--- config.mk ---
export PLATFORM = sky130hd
export DESIGN_NAME = playfair_digraph_cipher_core
export DESIGN_NICKNAME = d
export VERILOG_FILES = /design/src/hdl/pfc_pkg.sv /design/src/hdl/pfc_ram.sv /design/src/hdl/pfc_ctrl.sv /design/src/hdl/pfc_dpath.sv /design/src/hdl/playfair_digraph_cipher_core.sv
export SDC_FILE = /design/constraint.sdc
export NUM_CORES = 1
export LEC_CHECK = 0
export BUFFER_PORTS_ARGS = -buffer_cell sky130_fd_sc_hd__buf_2
export CAP_MARGIN = 25
export CORE_UTILIZATION = 57
export DETAILED_ROUTE_END_ITERATION = 8
export PLACE_DENSITY = 0.78
export SLEW_MARGIN = 20
export SYNTH_ARGS = -nofsm -noshare
export SYNTH_HDL_FRONTEND = slang
export SYNTH_SLANG_ARGS = --single-unit
--- constraint.sdc ---
create_clock -name clk -period 4.85 [get_ports clk]
set_clock_uncertainty 0.2 [all_clocks]
set_input_delay 0.2425 -clock clk [delete_from_list [all_inputs] [get_ports clk]]
set_output_delay 0.2425 -clock clk [all_outputs]
set_load 0.01 [all_outputs]
--- src/hdl/pfc_pkg.sv ---
// Types, codes and helper functions of the Playfair digraph cipher core.
// Has no dependencies; used by every other file of the core except pfc_ram and the defines header.
package pfc_pkg;

  localparam int SIDE        = 5;
  localparam int CELLS       = SIDE * SIDE;
  localparam int NUM_LETTERS = 26;
  localparam int CELL_W      = 5;
  localparam int LTR_W       = 5;
  localparam int RC_W        = 3;

  localparam logic [1:0] ACT_START   = 2'd0;
  localparam logic [1:0] ACT_KEYCHAR = 2'd1;
  localparam logic [1:0] ACT_FINISH  = 2'd2;
  localparam logic [1:0] ACT_ENCRYPT = 2'd3;

  localparam logic [1:0] ST_OK        = 2'd0;
  localparam logic [1:0] ST_KEY_SKIP  = 2'd1;
  localparam logic [1:0] ST_BAD_PAIR  = 2'd2;
  localparam logic [1:0] ST_NOT_READY = 2'd3;

  localparam logic [LTR_W-1:0] LTR_I = 5'd8;
  localparam logic [LTR_W-1:0] LTR_J = 5'd9;
  localparam logic [LTR_W-1:0] LTR_X = 5'd23;
  localparam logic [LTR_W-1:0] LTR_LAST = 5'd25;

  localparam logic [7:0] ASC_A       = 8'h41;
  localparam logic [7:0] ASC_Z       = 8'h5A;
  localparam logic [7:0] ASC_J       = 8'h4A;
  localparam logic [7:0] ASC_LOW_A   = 8'h61;
  localparam logic [7:0] ASC_LOW_Z   = 8'h7A;
  localparam logic [7:0] ASC_CASE    = 8'h20;

  typedef struct packed {
    logic [1:0] action;
    logic [7:0] first_char;
    logic [7:0] second_char;
    logic       has_second;
  } in_item_t;

  typedef struct packed {
    logic [6:0] cipher_first;
    logic [6:0] cipher_second;
    logic [1:0] status;
  } out_item_t;

  typedef struct packed {
    logic             ok;
    logic [LTR_W-1:0] idx;
  } letter_t;

  // Commands from the controller to the datapath.
  typedef struct packed {
    logic accept;
    logic fill_step;
    logic crypt_done;
    logic load_out;
  } pfc_cmd_t;

  // Status from the datapath to the controller.
  typedef struct packed {
    logic go_fill;
    logic go_crypt;
    logic walk_last;
    logic out_free;
  } pfc_stat_t;

  // Upper-cases an ASCII byte and folds J into I.
  function automatic letter_t letter_of(input logic [7:0] c);
    logic [7:0] u;
    logic [7:0] diff;
    letter_t    r;
    u = c;
    if (c >= ASC_LOW_A && c <= ASC_LOW_Z) begin
      u = c - ASC_CASE;
    end
    diff  = u - ASC_A;
    r.ok  = (u >= ASC_A) && (u <= ASC_Z);
    r.idx = r.ok ? diff[LTR_W-1:0] : '0;
    if (r.idx == LTR_J) begin
      r.idx = LTR_I;
    end
    return r;
  endfunction

  function automatic logic [RC_W-1:0] pos_row(input logic [CELL_W-1:0] p);
    logic [RC_W-1:0] r;
    r = '0;
    for (int i = 1; i < SIDE; i++) begin
      if (p >= CELL_W'(i * SIDE)) begin
        r = RC_W'(i);
      end
    end
    return r;
  endfunction

  function automatic logic [RC_W-1:0] pos_col(input logic [CELL_W-1:0] p,
                                              input logic [RC_W-1:0]   r);
    logic [CELL_W-1:0] t;
    t = p - CELL_W'(r) * CELL_W'(SIDE);
    return t[RC_W-1:0];
  endfunction

  function automatic logic [RC_W-1:0] inc_wrap(input logic [RC_W-1:0] k);
    return (k == RC_W'(SIDE - 1)) ? '0 : k + 1'b1;
  endfunction

  function automatic logic [CELL_W-1:0] cell_of(input logic [RC_W-1:0] r,
                                               input logic [RC_W-1:0] k);
    return CELL_W'(r) * CELL_W'(SIDE) + CELL_W'(k);
  endfunction

endpackage

--- src/hdl/pfc_ram.sv ---
// Generic RAM: one write port and two read ports with registered read data.
// No dependencies.
module pfc_ram #(
  parameter int WIDTH = 5,
  parameter int DEPTH = 25
) (
  input  logic                     clk,
  input  logic                     we,
  input  logic [$clog2(DEPTH)-1:0] waddr,
  input  logic [WIDTH-1:0]         wdata,
  input  logic [$clog2(DEPTH)-1:0] raddr_a,
  input  logic [$clog2(DEPTH)-1:0] raddr_b,
  output logic [WIDTH-1:0]         rdata_a,
  output logic [WIDTH-1:0]         rdata_b
);

  logic [WIDTH-1:0] mem [DEPTH];

  always_ff @(posedge clk) begin
    if (we) begin
      mem[waddr] <= wdata;
    end
    rdata_a <= mem[raddr_a];
    rdata_b <= mem[raddr_b];
  end

endmodule

--- src/hdl/pfc_ctrl.sv ---
// Controller of the Playfair core: sequences key fill, encryption and result hand-off.
// Depends on pfc_pkg for the command and status structs.
module pfc_ctrl (
  input  logic              clk,
  input  logic              rst,
  input  logic              in_valid,
  input  pfc_pkg::pfc_stat_t stat,
  output pfc_pkg::pfc_cmd_t  cmd,
  output logic              in_stall
);

  localparam logic [2:0] S_IDLE = 3'd0;
  localparam logic [2:0] S_FILL = 3'd1;
  localparam logic [2:0] S_LOOK = 3'd2;
  localparam logic [2:0] S_READ = 3'd3;
  localparam logic [2:0] S_DONE = 3'd4;

  logic [2:0] state;
  logic [2:0] state_next;

  always_ff @(posedge clk) begin
    if (rst) begin
      state <= S_IDLE;
    end else begin
      state <= state_next;
    end
  end

  always_comb begin
    cmd        = '0;
    state_next = state;
    unique case (state)
      S_IDLE: begin
        if (in_valid) begin
          cmd.accept = 1'b1;
          if (stat.go_fill) begin
            state_next = S_FILL;
          end else if (stat.go_crypt) begin
            state_next = S_LOOK;
          end else begin
            state_next = S_DONE;
          end
        end
      end
      S_FILL: begin
        cmd.fill_step = 1'b1;
        if (stat.walk_last) begin
          state_next = S_DONE;
        end
      end
      // Letter positions arrive from the position RAM; square reads go out.
      S_LOOK: state_next = S_READ;
      S_READ: begin
        cmd.crypt_done = 1'b1;
        state_next     = S_DONE;
      end
      S_DONE: begin
        if (stat.out_free) begin
          cmd.load_out = 1'b1;
          state_next   = S_IDLE;
        end
      end
      default: state_next = S_IDLE;
    endcase
  end

  assign in_stall = (state != S_IDLE);

endmodule

--- src/hdl/pfc_dpath.sv ---
// Datapath of the Playfair core: key state, square and position RAMs, result registers.
// Depends on pfc_pkg and pfc_ram.
module pfc_dpath (
  input  logic               clk,
  input  logic               rst,
  input  pfc_pkg::pfc_cmd_t  cmd,
  input  pfc_pkg::in_item_t  in_item,
  input  logic               out_stall,
  output pfc_pkg::pfc_stat_t stat,
  output logic               out_valid,
  output pfc_pkg::out_item_t out_item
);

  logic [pfc_pkg::NUM_LETTERS-1:0] used;
  logic [pfc_pkg::CELL_W-1:0]      fill;
  logic                            ready;
  logic [pfc_pkg::LTR_W-1:0]       walk;
  pfc_pkg::out_item_t              res;

  pfc_pkg::letter_t           fa;
  pfc_pkg::letter_t           fb;
  logic                       lb_ok;
  logic [pfc_pkg::LTR_W-1:0]  lb_idx;
  logic                       pair_ok;
  logic                       key_ok;
  logic                       walk_place;
  logic [1:0]                 acc_status;

  logic                       we;
  logic [pfc_pkg::LTR_W-1:0]  w_letter;
  logic [pfc_pkg::CELL_W-1:0] pa;
  logic [pfc_pkg::CELL_W-1:0] pb;
  logic [pfc_pkg::LTR_W-1:0]  sq_a;
  logic [pfc_pkg::LTR_W-1:0]  sq_b;
  logic [pfc_pkg::RC_W-1:0]   r1, k1, r2, k2;
  logic [pfc_pkg::CELL_W-1:0] o1, o2;

  // Input letters; a missing or repeated second letter becomes X.
  always_comb begin
    fa     = pfc_pkg::letter_of(in_item.first_char);
    fb     = pfc_pkg::letter_of(in_item.second_char);
    lb_ok  = in_item.has_second ? fb.ok : 1'b1;
    lb_idx = in_item.has_second ? fb.idx : pfc_pkg::LTR_X;
    if (lb_idx == fa.idx) begin
      lb_idx = pfc_pkg::LTR_X;
    end
    pair_ok = fa.ok && lb_ok;
  end

  assign key_ok = !ready && fa.ok && !used[fa.idx] &&
                  (fill < pfc_pkg::CELL_W'(pfc_pkg::CELLS));
  assign walk_place = (walk != pfc_pkg::LTR_J) && !used[walk] &&
                      (fill < pfc_pkg::CELL_W'(pfc_pkg::CELLS));

  assign stat.go_fill   = (in_item.action == pfc_pkg::ACT_FINISH) && !ready;
  assign stat.go_crypt  = (in_item.action == pfc_pkg::ACT_ENCRYPT) && ready && pair_ok;
  assign stat.walk_last = (walk == pfc_pkg::LTR_LAST);
  assign stat.out_free  = !out_valid || !out_stall;

  // Both RAMs are written together: square cell -> letter, letter -> cell.
  always_comb begin
    we       = 1'b0;
    w_letter = walk;
    if (cmd.accept && in_item.action == pfc_pkg::ACT_KEYCHAR && key_ok) begin
      we       = 1'b1;
      w_letter = fa.idx;
    end else if (cmd.fill_step && walk_place) begin
      we = 1'b1;
    end
  end

  pfc_ram #(
    .WIDTH (pfc_pkg::CELL_W),
    .DEPTH (pfc_pkg::NUM_LETTERS)
  ) u_pos_ram (
    .clk     (clk),
    .we      (we),
    .waddr   (w_letter),
    .wdata   (fill),
    .raddr_a (fa.idx),
    .raddr_b (lb_idx),
    .rdata_a (pa),
    .rdata_b (pb)
  );

  always_comb begin
    r1 = pfc_pkg::pos_row(pa);
    r2 = pfc_pkg::pos_row(pb);
    k1 = pfc_pkg::pos_col(pa, r1);
    k2 = pfc_pkg::pos_col(pb, r2);
    if (r1 == r2) begin
      o1 = pfc_pkg::cell_of(r1, pfc_pkg::inc_wrap(k1));
      o2 = pfc_pkg::cell_of(r2, pfc_pkg::inc_wrap(k2));
    end else if (k1 == k2) begin
      o1 = pfc_pkg::cell_of(pfc_pkg::inc_wrap(r1), k1);
      o2 = pfc_pkg::cell_of(pfc_pkg::inc_wrap(r2), k2);
    end else begin
      o1 = pfc_pkg::cell_of(r1, k2);
      o2 = pfc_pkg::cell_of(r2, k1);
    end
  end

  pfc_ram #(
    .WIDTH (pfc_pkg::LTR_W),
    .DEPTH (pfc_pkg::CELLS)
  ) u_square_ram (
    .clk     (clk),
    .we      (we),
    .waddr   (fill),
    .wdata   (w_letter),
    .raddr_a (o1),
    .raddr_b (o2),
    .rdata_a (sq_a),
    .rdata_b (sq_b)
  );

  always_ff @(posedge clk) begin
    if (rst) begin
      used  <= '0;
      fill  <= '0;
      ready <= 1'b0;
      walk  <= '0;
    end else if (cmd.accept) begin
      unique case (in_item.action)
        pfc_pkg::ACT_START: begin
          used  <= '0;
          fill  <= '0;
          ready <= 1'b0;
        end
        pfc_pkg::ACT_KEYCHAR: begin
          if (key_ok) begin
            used[fa.idx] <= 1'b1;
            fill         <= fill + 1'b1;
          end
        end
        pfc_pkg::ACT_FINISH: walk <= '0;
        pfc_pkg::ACT_ENCRYPT: ;
        default: ;
      endcase
    end else if (cmd.fill_step) begin
      if (walk_place) begin
        used[walk] <= 1'b1;
        fill       <= fill + 1'b1;
      end
      walk <= walk + 1'b1;
      if (stat.walk_last) begin
        ready <= 1'b1;
      end
    end
  end

  // Status of a request as seen when it is accepted.
  always_comb begin
    acc_status = pfc_pkg::ST_OK;
    unique case (in_item.action)
      pfc_pkg::ACT_KEYCHAR: begin
        if (!key_ok) begin
          acc_status = pfc_pkg::ST_KEY_SKIP;
        end
      end
      pfc_pkg::ACT_ENCRYPT: begin
        if (!ready) begin
          acc_status = pfc_pkg::ST_NOT_READY;
        end else if (!pair_ok) begin
          acc_status = pfc_pkg::ST_BAD_PAIR;
        end
      end
      pfc_pkg::ACT_START, pfc_pkg::ACT_FINISH: ;
      default: ;
    endcase
  end

  always_ff @(posedge clk) begin
    if (cmd.accept) begin
      res <= '{cipher_first: 7'd0, cipher_second: 7'd0, status: acc_status};
    end else if (cmd.crypt_done) begin
      res.cipher_first  <= 7'(pfc_pkg::ASC_A) + 7'(sq_a);
      res.cipher_second <= 7'(pfc_pkg::ASC_A) + 7'(sq_b);
      res.status        <= pfc_pkg::ST_OK;
    end
  end

  always_ff @(posedge clk) begin
    if (rst) begin
      out_valid <= 1'b0;
    end else if (cmd.load_out) begin
      out_valid <= 1'b1;
    end else if (!out_stall) begin
      out_valid <= 1'b0;
    end
  end

  always_ff @(posedge clk) begin
    if (cmd.load_out) begin
      out_item <= res;
    end
  end

endmodule

--- src/hdl/playfair_digraph_cipher_core.sv ---
// Top level of the Playfair digraph cipher core: controller plus datapath.
// Depends on pfc_pkg, pfc_ctrl, pfc_dpath and pfc_ram.
//
//   Channel | Handshake                    | Payload
//   --------+------------------------------+-------------------------------
//   in      | in_valid / in_stall          | in_item  (pfc_pkg::in_item_t)
//   out     | out_valid / out_stall        | out_item (pfc_pkg::out_item_t)
//
// Start key, key character, an already finished key and a flagged encrypt go straight
// from idle to the result hand-off. Encrypt of a good pair on a finished key first
// reads the position RAM, then the square RAM, both reads registered, before the hand-off.
// Finish key first runs the fill walk, which visits all 26 letters, one per cycle.
// Reset clears the key state; the square needs no clearing pass.
// A stalled result does not block the next request, but that request's result waits
// until the output is free before it is handed off.
module playfair_digraph_cipher_core (
  input  logic               clk,
  input  logic               rst,
  input  logic               in_valid,
  output logic               in_stall,
  input  pfc_pkg::in_item_t  in_item,
  output logic               out_valid,
  input  logic               out_stall,
  output pfc_pkg::out_item_t out_item
);

  pfc_pkg::pfc_cmd_t  cmd;
  pfc_pkg::pfc_stat_t stat;

  pfc_ctrl u_ctrl (
    .clk      (clk),
    .rst      (rst),
    .in_valid (in_valid),
    .stat     (stat),
    .cmd      (cmd),
    .in_stall (in_stall)
  );

  pfc_dpath u_dpath (
    .clk       (clk),
    .rst       (rst),
    .cmd       (cmd),
    .in_item   (in_item),
    .out_stall (out_stall),
    .stat      (stat),
    .out_valid (out_valid),
    .out_item  (out_item)
  );

endmodule

==> results of run 1 <==
cells by family (layout without fill, tap and decap cells):
group	count (synthesis)	count (layout)
compound gates	505	505
xor+xnor	39	39
flops	346	346
fa+ha+maj	63	63
mux	147	147
buf+inv	159	280
simple gates	494	494
final cells by class:
| class | instances | share of cell area |
|---|---|---|
| Sequential cell | 346 | 0.439 |
| Multi-Input combinational cell | 1248 | 0.412 |
| Timing Repair Buffer | 167 | 0.0577 |
| Clock buffer | 43 | 0.0470 |
| Tap cell | 442 | 0.0251 |
| Clock inverter | 23 | 0.0118 |
| Inverter | 47 | 0.00801 |
layer usage:
metal	vias up	share of wire	global-route usage
li1	7037	-	-
met1	7587	0.38	0.420
met2	1035	0.47	0.551
met3	227	0.094	0.0633
met4	4	0.052	0.169
met5	-	0.00042	0
power by group through the flow:
stage | clock network (mW) | logic, mW | registers [mW]
CTS | 3.01 | 8.63 | 3.37
floorplan | 0 | 5.54 | 3.41
detailed placement | 0 | 8.48 | 3.43
global placement | 0 | 8.36 | 3.43
finish | 2.99 | 9.23 | 3.37
global route | 3.11 | 9.79 | 3.38
what timing repair did:
action                                  in CTS  in global routing
buffers inserted                             2                  5
gates resized for setup                      5                 35
endpoints found under the setup margin       6                 10
pin swaps                                    0                  5
hold buffers                                 3                  0
hold endpoints to repair                     5                  0
gates cloned                                 0                  0
worst min-delay path: cells and delay by family:
kind / cells / cell delay [ns]
AO/OA/AOI/OAI: 3 / 0.31
AND/OR/NAND/NOR: 1 / 0.11
buffers and inverters: 1 / 0.09
synth_stat cells, types with 11 or more instances:
master,count,area share
clkbuf_1,75,0.015
o31ai_1,24,0.0094
ha_1,55,0.036
a21oi_1,110,0.029
nor3_1,36,0.0094
dfxtp_1,74,0.077
a221oi_1,38,0.017
o22ai_1,43,0.014
o211ai_1,17,0.0067
nand2_1,142,0.028
o21ai_0,51,0.013
mux2i_1,104,0.054
a222oi_1,26,0.014
a311oi_1,12,0.0055
mux2_2,33,0.019
edfxtp_1,272,0.43
nand3_1,58,0.015
buf_2,18,0.0047
nor2_1,126,0.025
a22oi_1,14,0.0055
and2_1,37,0.012
inv_1,47,0.0092
xor2_1,20,0.0091
a211oi_1,48,0.019
xnor2_1,16,0.0073
a32oi_1,13,0.0059
nand4_1,19,0.0062
a31oi_1,13,0.0042
a211o_1,11,0.0050
buf_1,13,0.0025
cells in the final DEF, fill, tap and decap left out, drive strengths merged, types with 11 or more instances in the layout:
master,count
edfxtp,272
buf,164
nand2,143
nor2,126
a21oi,110
mux2i,104
dfxtp,74
o21ai,61
nand3,58
ha,55
inv,54
a211oi,48
o22ai,43
clkbuf,43
and2,39
a221oi,38
nor3,38
mux2,36
a222oi,26
o31ai,25
xor2,20
nand4,19
o211ai,17
xnor2,16
a22oi,14
a32oi,13
a31oi,13
a311oi,12
a211o,11
nor4,11
clkinv,11
registers in the layout, summed over array words and instances, names as in the netlist:
signal                        cells
u_dpath.u_square_ram.rdata_a      5
u_dpath.u_pos_ram.rdata_b         5
u_ctrl.state                      3
u_dpath.walk                      5
u_dpath.out_valid                 1
u_dpath.out_item                 15
u_dpath.u_pos_ram.rdata_a         5
u_dpath.u_square_ram.rdata_b      5
u_dpath.res                      15
u_dpath.fill                      5
u_dpath.u_pos_ram.mem           130
u_dpath.used                     26
u_dpath.u_square_ram.mem        125
u_dpath.ready                     1
worst min path at each step:
| stage | slack [ns] | depth (start not counted) | startpoint | to |
|---|---|---|---|---|
| detailed placement | 0.22 | 0 | u_dpath.res[13]$_SDFFE_PP0P_ | u_dpath.out_item[13]$_DFFE_PP_ |
| global placement | 0.21 | 0 | u_dpath.res[1]$_SDFFCE_PN0P_ | u_dpath.out_item[1]$_DFFE_PP_ |
| floorplan | 0.20 | 0 | u_dpath.res[0]$_SDFFCE_PN0P_ | u_dpath.out_item[0]$_DFFE_PP_ |
| CTS | 0.06 | 5 | in_valid | u_ctrl.state[1]$_SDFFE_PP0P_ |
| global route | 0.09 | 5 | in_valid | u_ctrl.state[1]$_SDFFE_PP0P_ |
| finish | 0.07 | 5 | in_valid | u_ctrl.state[1]$_SDFFE_PP0P_ |
==> flow_summary.yaml, run 1 <==
outcome:
  status: "finished clean"
grt:
  grt_max_degree: 48
  gr-usage-all-layers: 0.334
  antenna_found_initial: 2
  grt_pass1_vias: 15400
  overflow: 0
  grt_pass1_wl_um: 87400
setup_path:
  critPathKind: "reg2reg"
  reg2reg_to: "u_dpath.u_square_ram.rdata_b[3]$_DFF_P_"
  critPathLaunchType: "register"
  cp_max_fo: 7
  arrival_ns: 4.96
  critPathRequiredTime_ns: 5.08
  crit_cells: 21
  path_delay_family: "compound AO/OA/AOI/OAI gates"
  crit_slowest_cell: "fa_2"
  worstSetupEndpoint: "u_dpath.u_square_ram.rdata_b[3]$_DFF_P_"
  rrSetupSlack_ns: 0.12
  crit_chain: "and3b_1 > a31oi_4 > and2_1 > nor2_1 > ha_1 > inv_1 > fa_2 > buf_4 > ha_1 > ha_1 > a21o_1 > a21oi_1 > xnor2_1 > nor3_1 > o21ai_0 > buf_4 > nand2_1 > buf_4 > a311oi_1 > o211ai_1 > o311ai_2"
  r2r_start: "u_dpath.u_pos_ram.rdata_b[3]$_DFF_P_"
  crit_buf_inv: 4
  rr_worst_depth: 21
  cp-startpoint: "u_dpath.u_pos_ram.rdata_b[3]$_DFF_P_"
  max_stage_delay_ns: 0.45
  critPathCaptureType: "register"
cells_and_area:
  num-fill-cells: 2447
  nNetsFinal: 1933
  final_cells: 2316
  multi_input_comb_area_mm2: 0.00906
  drive_gt1_frac: 0.177
  seqCellArea_mm2: 0.00966
  fin_util: 0.671
  final_area_mm2: 0.0220
  syn2layout_area_growth_pct: 15.0
  antenna_cells: 0
synth:
  synth-compound-area-share: 0.189
  synthMuxAreaShare: 0.0838
  synthAdderAreaFrac: 0.0443
  synth_xor_area_frac: 0.0201
  synth-simple-area-share: 0.124
  yosysWarnings: 0
  ys.flop_type: "edfxtp_1"
  synth-edff-count: 272
  async_flop_share: 0
  avgSynthCellArea_um2: 10.9
  ys_types: 92
  postSynthCellCount: 1753
  synth_top_family_by_area: "compound AO/OA/AOI/OAI gates"
  syn-num-nets: 1839
  synthesis.area_mm2: 0.0191
  synth-seq-area-share: 0.504
  ys_ff_latch: 346
timing:
  hold_viol: 0
  setup-violations-final: 0
  setup_tns_ns: 0
  maxSlewViolCount: 0
  slew-limit-headroom: 0.261
  period_share: 0.975
  finalWorstSetupSlack_ns: 0.120
  fin_crit_ns: 4.73
  tightestPinTransition_ns: 1.11
  worst_hold_slack_ns: 0.0723
  rsz0062_at_grt: "true"
  fmax_mhz: 211
routing:
  routed_wl_um: 57000
  first_pass_iters: 6
  postRouteAntennaNets: 0
  drt_iter0_drc: 1987
  wl_per_cell_um: 24.6
  vias: 15900
  drc: 0
  routed_via_density: 6.86
hold_path:
  worstHoldPathType: "in2reg"
place:
  io_buffer_count: 40
  post_dp_cell_area_mm2: 0.0205
  post-dp-hpwl_um: 41000
  gp_congestion: 0.961
  dpl.cell_count: 2239
  dp_slack_ns: -0.133
power_and_ir_drop:
  p_int_mw: 8.81
  finalPower_mw: 15.6
  seqPwrFrac: 0.216
  total_leakage_power_nw: 8.04
  vdd_drop_max_uv: 748
  switchingPower_mw: 6.79
  sw_frac_of_total: 0.435
  clkPwrFrac: 0.192
  p_per_area_mw_per_mm2: 709
  p_comb_frac: 0.592
clocking:
  clockBufferDepth: 3
  cts_buffers: 37
  insertion_delay_ns: 0.54
  tritoncts: "yes"
  root_buffer: "clkbuf_16"
  htree_levels: 2
  clock-sinks: 346
  clk_pin_slew_ns: 0.07
floorplan:
  die_h_um: 185
  dieArea_mm2: 0.0343
  coreArea_mm2: 0.0328
  row_count: 66
  initial_core_util: 0.584
  die_w_um: 185
  pin_count: 41
flow_run:
  maxCapViolations: 0
No activity file was read; power rests on OpenSTA's default activity.
==> run 2, diff against run 1 <==
Settings changed: HOLD_SLACK_MARGIN from default to 0.12, SLEW_MARGIN 20 to default, SYNTH_HIERARCHICAL from default to 1.
==> run 2 against run 1 <==
Compared with the run above:
- sequential share of layout area is 0.72 points higher
- largest cell class unchanged
- flip-flop and latch count stayed put
- fmax rose by 0.59%
==> flow_summary.yaml, run 2 <==
outcome:
  status: "finished clean"
synth:
  ys.flop_type: "edfxtp_1"
  synth-edff-count: 272
  postSynthCellCount: 1530
  synthesis.area_mm2: 0.0191
  synth.top_cells.by_area: "edfxtp_1, mux4_2, dfxtp_1, mux2i_1, ha_1"
  avgSynthCellArea_um2: 12.5
  ys_ff_latch: 346
  syn-num-nets: 1609
  yosysWarnings: 6
  yosysTopAreaCell: "edfxtp_1"
  yosysMostFrequentCell: "edfxtp_1"
  synth-seq-area-share: 0.505
  async_flop_share: 0
  synth_common_cells: "edfxtp_1, nor2_1, mux2i_1"
  synth_top_area_share: 0.428
  ys_types: 87
clocking:
  clockBufferDepth: 3
  insertion_delay_ns: 0.54
  cts_buffers: 38
  tritoncts: "yes"
  clk_pin_slew_ns: 0.06
  root_buffer: "clkbuf_16"
  clock-sinks: 346
  htree_levels: 2
timing:
  fmax_mhz: 213
  slew-limit-headroom: 0.296
  hold_viol: 0
  fin_crit_ns: 4.70
  finalWorstSetupSlack_ns: 0.148
  tightestPinTransition_ns: 1.04
  period_share: 0.969
  maxSlewViolCount: 0
  setup-violations-final: 0
cells_and_area:
  final_common_cell: "edfxtp_1"
  nNetsFinal: 1695
  top_register: "u_dpath/u_pos_ram/mem"
  largest_register_ffs: 130
  drive_gt1_frac: 0.228
  top_regs: "u_dpath/u_pos_ram/mem: 130 flops, u_dpath/u_square_ram/mem: 125 flops, u_dpath/used: 26 flops"
  final_cell_mix: "edfxtp_1, nor2_1, mux2i_1"
  final_area_mm2: 0.0216
  syn2layout_area_growth_pct: 13.3
  antenna_cells: 0
place:
  io_buffer_count: 40
  gp_congestion: 0.961
  post-dp-hpwl_um: 34800
  post_dp_cell_area_mm2: 0.0201
  dp_slack_ns: -0.231
setup_path:
  critPathRequiredTime_ns: 5.09
  critPathCaptureType: "register"
  rrSetupSlack_ns: 0.15
  critPathKind: "reg2reg"
  cp_max_fo: 6
  arrival_ns: 4.94
  critPathLaunchType: "register"
  max_stage_delay_ns: 0.47
  crit_chain: "inv_1 > maj3_2 > a221oi_2 > nor2_1 > ha_1 > inv_1 > fa_2 > inv_2 > ha_1 > nor2_1 > mux2_2 > ha_1 > xnor2_1 > nor2_1 > a21oi_1 > buf_6 > mux4_2 > mux2_2 > o22ai_1 > nor4_1 > buf_4"
  crit_slowest_cell: "fa_2"
power_and_ir_drop:
  total_leakage_power_nw: 7.47
  p_per_area_mw_per_mm2: 629
  vdd_drop_max_uv: 683
routing:
  vias: 13800
  postRouteAntennaNets: 0
  drt_iter0_drc: 1656
  drc: 0
  first_pass_iters: 7
  routed_wl_um: 49400
  routed_via_density: 6.63
  wl_per_cell_um: 23.7
floorplan:
  dieArea_mm2: 0.0343
  coreArea_mm2: 0.0328
  die_w_um: 185
  pin_count: 41
  die_h_um: 185
  row_count: 66
  initial_core_util: 0.583
grt:
  grt_max_degree: 41
  antenna_found_initial: 0
  overflow: 0
  grt_pass1_wl_um: 75400
  gr-usage-all-layers: 0.291
  grt_pass1_vias: 13500
hold_path:
  worstHoldPathType: "in2reg"
flow_run:
  maxCapViolations: 0
==> run 2: changes by cell type after synthesis, moves of 27 or more <==
cell	before	now
clkbuf_1	75	36
a211oi_1	48	10
and2_1	37	10
nand2_1	142	76
mux4_2	7	89
a221oi_1	38	0
==> run 2: final timing paths <==
path                                                            from                                 endpoint  cells after the start
worst max register to register  u_dpath/u_pos_ram/rdata_b[3]$_DFF_P_  u_dpath/u_square_ram/rdata_b[0]$_DFF_P_                     21
worst min-delay path                                      in_item[0]             u_dpath/res[1]$_SDFFCE_PN0P_                      3
worst max-delay path            u_dpath/u_pos_ram/rdata_b[3]$_DFF_P_  u_dpath/u_square_ram/rdata_b[0]$_DFF_P_                     21
worst min register to register           u_dpath/res[4]$_SDFFE_PP0P_            u_dpath/out_item[4]$_DFFE_PP_                      0
==> run 2: worst max-delay path, delay by kind of cell, from the launching register on <==
kind                       cells  cell delay [ns]
DFF                            1             0.35
and+or+nand+nor                4             0.31
buffers and inverters          5             0.55
xor gates and xnor gates       1             0.19
adders and majority gates      5             1.48
muxes                          3             0.86
AOI/OAI and AO/OA              3             0.64
==> run 2: cells by family (layout without fill, tap and decap cells) <==
| kind of cell | Yosys count | count (layout) | share of synthesized area |
|---|---|---|---|
| XOR/XNOR | 39 | 39 | 0.0179 |
| multiplexers | 203 | 203 | 0.168 |
| flip-flops | 346 | 346 | 0.505 |
| adder cells (fa/ha/maj) | 57 | 57 | 0.0404 |
| buffers and inverters | 152 | 266 | 0.0362 |
| AND/OR/NAND/NOR | 423 | 423 | 0.116 |
| AO/OA/AOI/OAI | 310 | 310 | 0.116 |
==> run 2: stage by stage <==
step	cells	hold slack, ns	power (mW)	utilization	TNS (ns)
after floorplan	1530	0.112	8.26	-	0
after global placement	2004	0.216	9.94	0.614	-0.0627
after detailed placement	2004	0.217	10.1	0.614	-0.843
after CTS	2079	0.158	13.0	0.655	0
after global routing	2086	0.188	14.2	0.660	-0.0650
final	2086	0.184	13.6	0.660	0
==> run 2: layout make-up <==
class,instances,area [µm²]
fill,2344,11100
clock inverter,16,183
tap,442,553
multi-input combinational,1032,8920
timing repair buffer,136,1030
sequential,346,9650
inverter,62,236
clock buffer,52,1080
==> run 2: power by group <==
| group | switching [mW] | total, mW | internal, mW |
|---|---|---|---|
| registers | 0.0999 | 3.41 | 3.31 |
| clock network | 1.17 | 2.89 | 1.72 |
| logic | 3.90 | 7.32 | 3.42 |
| total | 5.17 | 13.6 | 8.45 |
==> run 2: routing by layer <==
layer  part of all wire  GRT usage  vias up
li1                   -          -     6121
met5                  0          0        -
met3              0.085     0.0466      151
met2               0.48      0.486      869
met4              0.047      0.142        0
met1               0.38      0.371     6693
==> run 2: what timing repair did <==
action                     in CTS  in global routing
hold endpoints to repair       15                  0
setup buffers                   0                  4
resized for setup               2                 26
cloned                          0                  2
pin swaps                       0                  7
setup endpoints to repair       6                  9
hold buffers                    7                  0
